## config.mk

```make
export PLATFORM = sky130hd
export DESIGN_NAME = first_fit_allocator
export DESIGN_NICKNAME = d
export VERILOG_FILES = /design/src/ffa_pkg.sv /design/src/ffa_cell.sv /design/src/first_fit_allocator.sv
export SDC_FILE = /design/constraint.sdc
export NUM_CORES = 2
export LEC_CHECK = 0
export ABC_AREA = 1
export BUFFER_PORTS_ARGS = -buffer_cell sky130_fd_sc_hd__buf_2
export CAP_MARGIN = 20
export CORE_MARGIN = 2
export CORE_UTILIZATION = 45
export DETAILED_ROUTE_END_ITERATION = 12
export SLEW_MARGIN = 10
export SYNTH_ARGS = -nofsm -noshare
export SYNTH_HDL_FRONTEND = slang
export SYNTH_SLANG_ARGS = --single-unit
```

## constraint.sdc

```tcl
create_clock -name clk -period 5.8 [get_ports clk]
set_input_delay 0.58 -clock clk [delete_from_list [all_inputs] [get_ports clk]]
set_output_delay 0.58 -clock clk [all_outputs]
set_load 0.005 [all_outputs]
```

## src/ffa_pkg.sv

```systemverilog
// Shared types and constants for the first-fit allocator.
// Used by ffa_cell, first_fit_allocator, the checker and the testbench; no dependencies.
package ffa_pkg;
  localparam int MemUnits  = 128;
  localparam int TagBits   = 8;
  localparam int AddrBits  = $clog2(MemUnits);
  localparam int LenBits   = $clog2(MemUnits + 1);
  localparam logic [TagBits-1:0] TagMax = {TagBits{1'b1}};

  localparam logic [1:0] StOk      = 2'd0;
  localparam logic [1:0] StNoFit   = 2'd1;
  localparam logic [1:0] StBadAddr = 2'd2;
  localparam logic [1:0] StNoTag   = 2'd3;

  // reset pattern of the tag row
  function automatic logic [TagBits-1:0] preset_tag(input int u);
    logic [TagBits-1:0] t;
    t = '0;
    if (u >= 9 && u <= 15) t = TagBits'(1);
    else if (u >= 16 && u <= 22) t = TagBits'(2);
    else if (u >= 38 && u <= 45) t = TagBits'(3);
    return t;
  endfunction
endpackage

```

## src/ffa_cell.sv

```systemverilog
// One unit of the tag row: holds its tag, rotates with the ring each step.
// Depends on ffa_pkg.
module ffa_cell (
  input  logic                            clk,
  input  logic                            rst,
  input  logic [ffa_pkg::TagBits-1:0]     rst_tag,
  input  logic                            shift,
  input  logic [ffa_pkg::TagBits-1:0]     tag_in,
  output logic [ffa_pkg::TagBits-1:0]     tag
);
  always_ff @(posedge clk) begin
    if (rst) begin
      tag <= rst_tag;
    end else if (shift) begin
      tag <= tag_in;
    end
  end
endmodule

```

## src/first_fit_allocator.sv

```systemverilog
// First-fit allocator over a row of tag cells that rotates as a ring, one unit
// past the head each cycle while scanning. A request is taken only while the
// engine is idle. Release and failed allocate requests run from one accept to
// the next through a start step, one full turn of the ring, and a step that
// hands the result to the output register. A successful allocation needs a
// second turn to write its tags. An allocate with the tags exhausted skips the
// scan and goes straight to the output step. The output register lets the next
// request run while a result waits. A second finished result holds the engine,
// and with it the input, until the register drains.
// Depends on ffa_pkg and ffa_cell.
module first_fit_allocator (
  input  logic        clk,
  input  logic        rst,
  input  logic        s_tvalid,
  output logic        s_tready,
  input  logic [15:0] s_tdata,  // [0] mode, [8:1] size, [15:9] address
  output logic        m_tvalid,
  input  logic        m_tready,
  output logic [31:0] m_tdata   // [1:0] status, [8:2] block_start,
                                // [16:9] block_length, [24:17] owner_tag
);
  localparam int TB = ffa_pkg::TagBits;
  localparam int AB = ffa_pkg::AddrBits;
  localparam int LB = ffa_pkg::LenBits;
  localparam int N  = ffa_pkg::MemUnits;

  typedef enum logic [2:0] {
    S_IDLE = 3'b001, S_SCAN = 3'b010, S_OUT = 3'b100
  } state_t;

  state_t state;
  logic [TB-1:0] tags [N];
  logic [TB-1:0] head_next;
  logic [TB-1:0] tag_counter, cur_tag;
  logic          mode;
  logic [7:0]    size;
  logic [AB-1:0] address;
  logic [LB-1:0] pos;           // unit index at the head of the ring
  logic [LB-1:0] run_len, done_len;
  logic [AB-1:0] run_start, res_start;
  logic          found, rel_on, scan_end, wr_pass;
  logic          fit_hit, wr_hit, rel_hit, out_load;
  logic [1:0]    res_status;
  logic [TB-1:0] res_tag;
  logic          shift;
  logic [AB-1:0] pos_a;

  assign shift = (state == S_SCAN);
  assign pos_a = pos[AB-1:0];
  assign scan_end = (pos == LB'(N - 1));

  // run at the head completes the request on this unit
  assign fit_hit = !wr_pass && !found && tags[0] == '0 && size != 8'd0 &&
                   (run_len + 1'b1 >= LB'(size));
  // second turn: tag the units of the chosen run
  assign wr_hit  = wr_pass && pos_a >= res_start && done_len < LB'(size);
  assign rel_hit = !rel_on && pos_a == address && tags[0] != '0 && done_len == '0;

  // head cell is unit pos; on shift it moves to the tail after update
  always_comb begin
    head_next = tags[0];
    if (!mode) begin
      if (wr_hit) head_next = cur_tag;
    end else if (rel_on && tags[0] == res_tag) begin
      head_next = '0;
    end else if (rel_hit) begin
      head_next = '0;
    end
  end

  for (genvar i = 0; i < N; i++) begin : g_cell
    ffa_cell u_cell (
      .clk(clk), .rst(rst), .rst_tag(ffa_pkg::preset_tag(i)), .shift(shift),
      .tag_in((i == N - 1) ? head_next : tags[(i + 1) % N]), .tag(tags[i])
    );
  end

  assign s_tready = (state == S_IDLE);
  assign out_load = (state == S_OUT) && (!m_tvalid || m_tready);

  always_ff @(posedge clk) begin
    if (rst) begin
      m_tvalid <= 1'b0;
      m_tdata  <= '0;
    end else if (out_load) begin
      m_tvalid <= 1'b1;
      m_tdata  <= {7'd0, res_tag, done_len, res_start, res_status};
    end else if (m_tready) begin
      m_tvalid <= 1'b0;
    end
  end

  always_ff @(posedge clk) begin
    if (rst) begin
      state       <= S_IDLE;
      tag_counter <= TB'(3);
    end else begin
      unique case (state)
        S_IDLE: if (s_tvalid) begin
          mode <= s_tdata[0]; size <= s_tdata[8:1]; address <= s_tdata[15:9];
          pos <= '0; run_len <= '0; done_len <= '0; found <= 1'b0;
          rel_on <= 1'b0; wr_pass <= 1'b0; res_start <= '0; res_tag <= '0;
          if (!s_tdata[0] && tag_counter == ffa_pkg::TagMax) begin
            res_status <= ffa_pkg::StNoTag;
            state <= S_OUT;
          end else begin
            if (!s_tdata[0]) begin
              tag_counter <= tag_counter + 1'b1;
              cur_tag <= tag_counter + 1'b1;
            end
            state <= S_SCAN;
          end
        end
        S_SCAN: begin
          pos <= scan_end ? '0 : pos + 1'b1;
          if (!mode) begin
            if (wr_pass) begin
              if (wr_hit) done_len <= done_len + 1'b1;
            end else if (!found) begin
              if (tags[0] == '0 && size != 8'd0) begin
                if (run_len == '0) run_start <= pos_a;
                run_len <= run_len + 1'b1;
                if (fit_hit) begin
                  found <= 1'b1;
                  res_start <= (run_len == '0) ? pos_a : run_start;
                end
              end else begin
                run_len <= '0;
              end
            end
          end else begin
            if (rel_on) begin
              if (tags[0] == res_tag) done_len <= done_len + 1'b1;
              else rel_on <= 1'b0;
            end else if (rel_hit) begin
              rel_on <= 1'b1; res_tag <= tags[0]; res_start <= pos_a;
              done_len <= LB'(1);
            end
          end
          if (scan_end) begin
            if (!mode) begin
              if (wr_pass) begin
                res_status <= ffa_pkg::StOk; res_tag <= cur_tag;
                state <= S_OUT;
              end else if (found || fit_hit) begin
                // run lies behind the head: tag it on the next turn
                wr_pass <= 1'b1;
              end else begin
                res_status <= ffa_pkg::StNoFit;
                state <= S_OUT;
              end
            end else if (done_len != '0 || rel_hit) begin
              res_status <= ffa_pkg::StOk;
              if (tag_counter != '0) tag_counter <= tag_counter - 1'b1;
              state <= S_OUT;
            end else begin
              res_status <= ffa_pkg::StBadAddr;
              state <= S_OUT;
            end
          end
        end
        S_OUT: if (out_load) state <= S_IDLE;
        default: state <= S_IDLE;
      endcase
    end
  end

  assert property (@(posedge clk) disable iff (rst)
    (m_tvalid && !m_tready) |=> (m_tvalid && $stable(m_tdata)))
    else $error("result dropped");
  assert property (@(posedge clk) disable iff (rst)
    (m_tvalid && m_tdata[1:0] != ffa_pkg::StOk) |-> (m_tdata[24:2] == '0))
    else $error("failed request carries a block");
  assert property (@(posedge clk) disable iff (rst)
    (m_tvalid && m_tdata[1:0] == ffa_pkg::StOk) |->
      (m_tdata[16:9] != 8'd0 &&
       ({2'b00, m_tdata[8:2]} + {1'b0, m_tdata[16:9]}) <= 9'(N)))
    else $error("block outside memory");
  assert property (@(posedge clk) disable iff (rst) $onehot(state))
    else $error("state not one-hot");
endmodule

```

==> flow_summary.toml <==
[yosys]
yosys_register_bits = 1136
synth.yosys.seq_area_share = 0.571
postSynthCellCount = 5205
synth_area_sq_um = 41200
synth-warning-count = 0
yosysUniqueCellTypes = 42
postSynthAreaPerCell_sq_um = 7.91

[clocking]
cts_inserted_buffers = 115
cts_resized = 0
holdBufCountCts = 0
clock_tree_from_tritoncts = "yes"
clock_path_buffers = 3
clk-insertion-delay-late_ns = 0.68
cts-htree-levels = 3
clock_sinks = 1136
post-cts-setup-buffers = 0
cts.reportedPaths.clkPinSlew_ns = 0.06
clock-root-buffer = "sky130_fd_sc_hd__clkbuf_16"

[placement]
placed_area_sq_um = 41500
finalWeightedCongestion = 0.802
post_place_setup_slack_ns = 2.41
count_of_buffers_inserted_at_the_top_level_ports = 46
dp_hpwl_mm = 37.7

[sta]
fin_worst_hold_slack_ns = 0.0699
min_period_ns = 3.44
final.setup.tns_ns = 0
rsz0062_at_grt = "false"
timing.final.crit_share = 0.594
clock-skew-final_ns = 0.0245
max_clock_freq_mhz = 290
timing_worst_slew_pin_value_ns = 1.08
slew_viol_final = 0
setup_ws_ns = 2.36
final-setup-viol-count = 0
max-slew-margin-rel = 0.281
timing_hold_violations_final = 0

[worst_hold_path]
worst_hold_startpoint = "s_tdata[5]"
hold_depth = 1
worst_hold_path_type = "primary input to register"
min_delay_worst_endpoint = "size[4]"

[setup_path]
regToRegSetupSlack_ns = 2.36
crit_path_start_kind = "register"
worstReg2RegEnd = "g_cell[114].u_cell.tag[0]"
worst_ep_required_time_ns = 6.41
critPathKind = "register to register"
worst_r2r_startpoint = "state[0]"
critical_path_arrival_ns = 4.06
path_max_fanout = 217
critical_path.startpoint = "state[0]"
timing.reg2reg.worst_path_depth = 8
end_kind = "register"

[detailed_routing]
antenna_left = 0
routed_wirelength_mm = 75.3
detail_route.wl_per_cell_um = 12.0
drt-vias-per-instance = 4.91
vias = 30901
drt_pass1_iterations = 5
drc_errors = 0
detailedRoute.firstIterationViolations = 2531

[finish]
most_frequent_cells_in_the_layout = "2052 x sky130_fd_sc_hd__nor2_1, 1061 x sky130_fd_sc_hd__dfxtp_1, 728 x sky130_fd_sc_hd__o21ai_0"
post_route_cells_drive_above_1_share = 0.0539
num_antenna_cells = 0
fillerInstances = 8729
syn_to_final_growth_pct = 10.0
commonest_non_fill_non_tap_cell_in_the_layout = "sky130_fd_sc_hd__nor2_1"
design.final.nets = 5082
final_design_area_no_fill_sq_um = 45300

[grt]
gr-usage-all-layers = 0.159
grt_max_degree = 272
first_global_vias = 29018
grt_pass1_wl_mm = 132
grt_overflow = 0
antenna_found_initial = 0

[floorplan]
num_rows = 110
fp.dieArea_sq_um = 93900
floorplan.core_area_sq_um = 90300
height_of_the_die_um = 306
initial_core_util = 0.456
die-width_um = 306
floorplan.io_pins = 54

[run_status]
outcome = "finished, final reports clean"

[power]
p_leak_uw = 0.0216
power_density_nw_per_um2 = 430
irDropWorstVdd_mv = 0.238

[flow_run]
max_cap_violations = 0
-- worst max path at each step --
stage	endpoint	depth (start not counted)	slack, ns
after floorplan	done_len[0]	7	3.12
after global placement	g_cell[21].u_cell.tag[6]	8	2.45
after detailed placement	g_cell[24].u_cell.tag[6]	8	2.41
after CTS	g_cell[24].u_cell.tag[6]	8	2.40
after global routing	g_cell[88].u_cell.tag[7]	8	2.01
final	g_cell[114].u_cell.tag[0]	8	2.36
-- cell families after synthesis --
family                   synth area share
AND/OR/NAND/NOR                     0.224
flip-flops                          0.571
AO/OA/AOI/OAI                       0.137
buffers and inverters              0.0537
adder cells (fa/ha/maj)           0.00912
XOR/XNOR                          0.00532
other                           0.0000911
-- through the flow --
step	power (uW)	util	instances
floorplan	11800	-	5211
global placement	12400	0.460	6091
detailed placement	12400	0.460	6091
CTS	19800	0.502	6298
global route	20600	0.502	6298
finish	19500	0.502	6298
-- synth_stat cells --
cell type / count / area share
sky130_fd_sc_hd__nand2_2: 6 / 0.00091
sky130_fd_sc_hd__dfxtp_1: 1061 / 0.52
sky130_fd_sc_hd__a21oi_1: 67 / 0.0081
sky130_fd_sc_hd__conb_1: 1 / 0.000091
sky130_fd_sc_hd__inv_2: 13 / 0.0012
sky130_fd_sc_hd__nor4_1: 2 / 0.00030
sky130_fd_sc_hd__ha_1: 30 / 0.0091
sky130_fd_sc_hd__buf_2: 167 / 0.020
sky130_fd_sc_hd__o21ai_2: 2 / 0.00043
sky130_fd_sc_hd__o21ai_1: 308 / 0.037
sky130_fd_sc_hd__nor3_4: 1 / 0.00040
sky130_fd_sc_hd__nor2_8: 1 / 0.00049
sky130_fd_sc_hd__xnor2_1: 10 / 0.0021
sky130_fd_sc_hd__nand3_2: 2 / 0.00049
sky130_fd_sc_hd__nor3_1: 12 / 0.0015
sky130_fd_sc_hd__nand2_4: 4 / 0.0011
sky130_fd_sc_hd__edfxtp_1: 75 / 0.055
sky130_fd_sc_hd__nor3_2: 3 / 0.00073
sky130_fd_sc_hd__a21o_1: 1 / 0.00018
sky130_fd_sc_hd__o21bai_1: 1 / 0.00018
sky130_fd_sc_hd__a211oi_1: 1 / 0.00018
sky130_fd_sc_hd__nand3b_1: 5 / 0.00091
sky130_fd_sc_hd__and3_1: 2 / 0.00030
sky130_fd_sc_hd__nor3b_1: 2 / 0.00036
sky130_fd_sc_hd__clkbuf_4: 1 / 0.00018
sky130_fd_sc_hd__nand3_1: 69 / 0.0084
sky130_fd_sc_hd__inv_1: 135 / 0.012
sky130_fd_sc_hd__clkbuf_1: 171 / 0.016
sky130_fd_sc_hd__nand2_1: 200 / 0.018
sky130_fd_sc_hd__nand4_1: 17 / 0.0026
sky130_fd_sc_hd__nor2_2: 2 / 0.00030
sky130_fd_sc_hd__buf_1: 10 / 0.00091
sky130_fd_sc_hd__o21ai_0: 728 / 0.089
sky130_fd_sc_hd__a31oi_1: 1 / 0.00015
sky130_fd_sc_hd__o211ai_1: 1 / 0.00018
sky130_fd_sc_hd__or2_2: 1 / 0.00015
sky130_fd_sc_hd__nor2_1: 2052 / 0.19
sky130_fd_sc_hd__buf_4: 13 / 0.0024
sky130_fd_sc_hd__buf_6: 3 / 0.00082
sky130_fd_sc_hd__o21a_1: 2 / 0.00036
sky130_fd_sc_hd__xor2_1: 15 / 0.0032
sky130_fd_sc_hd__o22ai_1: 7 / 0.0011
-- area by class of cell --
| type | count | area [sq um] | share of cell area |
|---|---|---|---|
| Sequential cell | 1136 | 23500 | 0.519 |
| Multi-Input combinational cell | 3562 | 15500 | 0.342 |
| Clock buffer | 184 | 3500 | 0.0773 |
| Tap cell | 1176 | 1470 | 0.0325 |
| Inverter | 148 | 571 | 0.0126 |
| Timing Repair Buffer | 69 | 503 | 0.0111 |
| Clock inverter | 23 | 253 | 0.00558 |
-- routing by layer --
metal,wire [um],vias to the layer above,GRT usage
met2,33200,286,0.265
met3,2440,136,0.0270
met5,0,-,0
met4,1750,0,0.0484
li1,-,16372,-
met1,38000,14107,0.210
-- power by group --
part	leakage (uW)	switching [uW]	total [uW]	internal, uW
clock network	0.00184	2990	7240	4250
logic	0.0104	1750	2620	868
registers	0.00932	561	9600	9040
total	0.0216	5300	19500	14200
-- worst max-delay path, cell delays in order, from the launching register on --
cell	delay, ns
sky130_fd_sc_hd__dfxtp_1	0.31
sky130_fd_sc_hd__inv_1	0.08
sky130_fd_sc_hd__nand2_1	0.09
sky130_fd_sc_hd__nor2_4	0.18
sky130_fd_sc_hd__buf_12	0.57
sky130_fd_sc_hd__buf_4	0.76
sky130_fd_sc_hd__buf_4	0.80
sky130_fd_sc_hd__o21ai_0	0.20
sky130_fd_sc_hd__nor2_1	0.13
-- flip-flops by register name, indices dropped and copies added, names as in the netlist, 8 cells and up --
signal,flops
cur_tag,8
pos,8
m_tdata,25
tag_counter,8
size,8
res_tag,8
g_cell.u_cell.tag,1024
done_len,8
run_len,8
No activity file was read; power rests on OpenSTA's default activity.
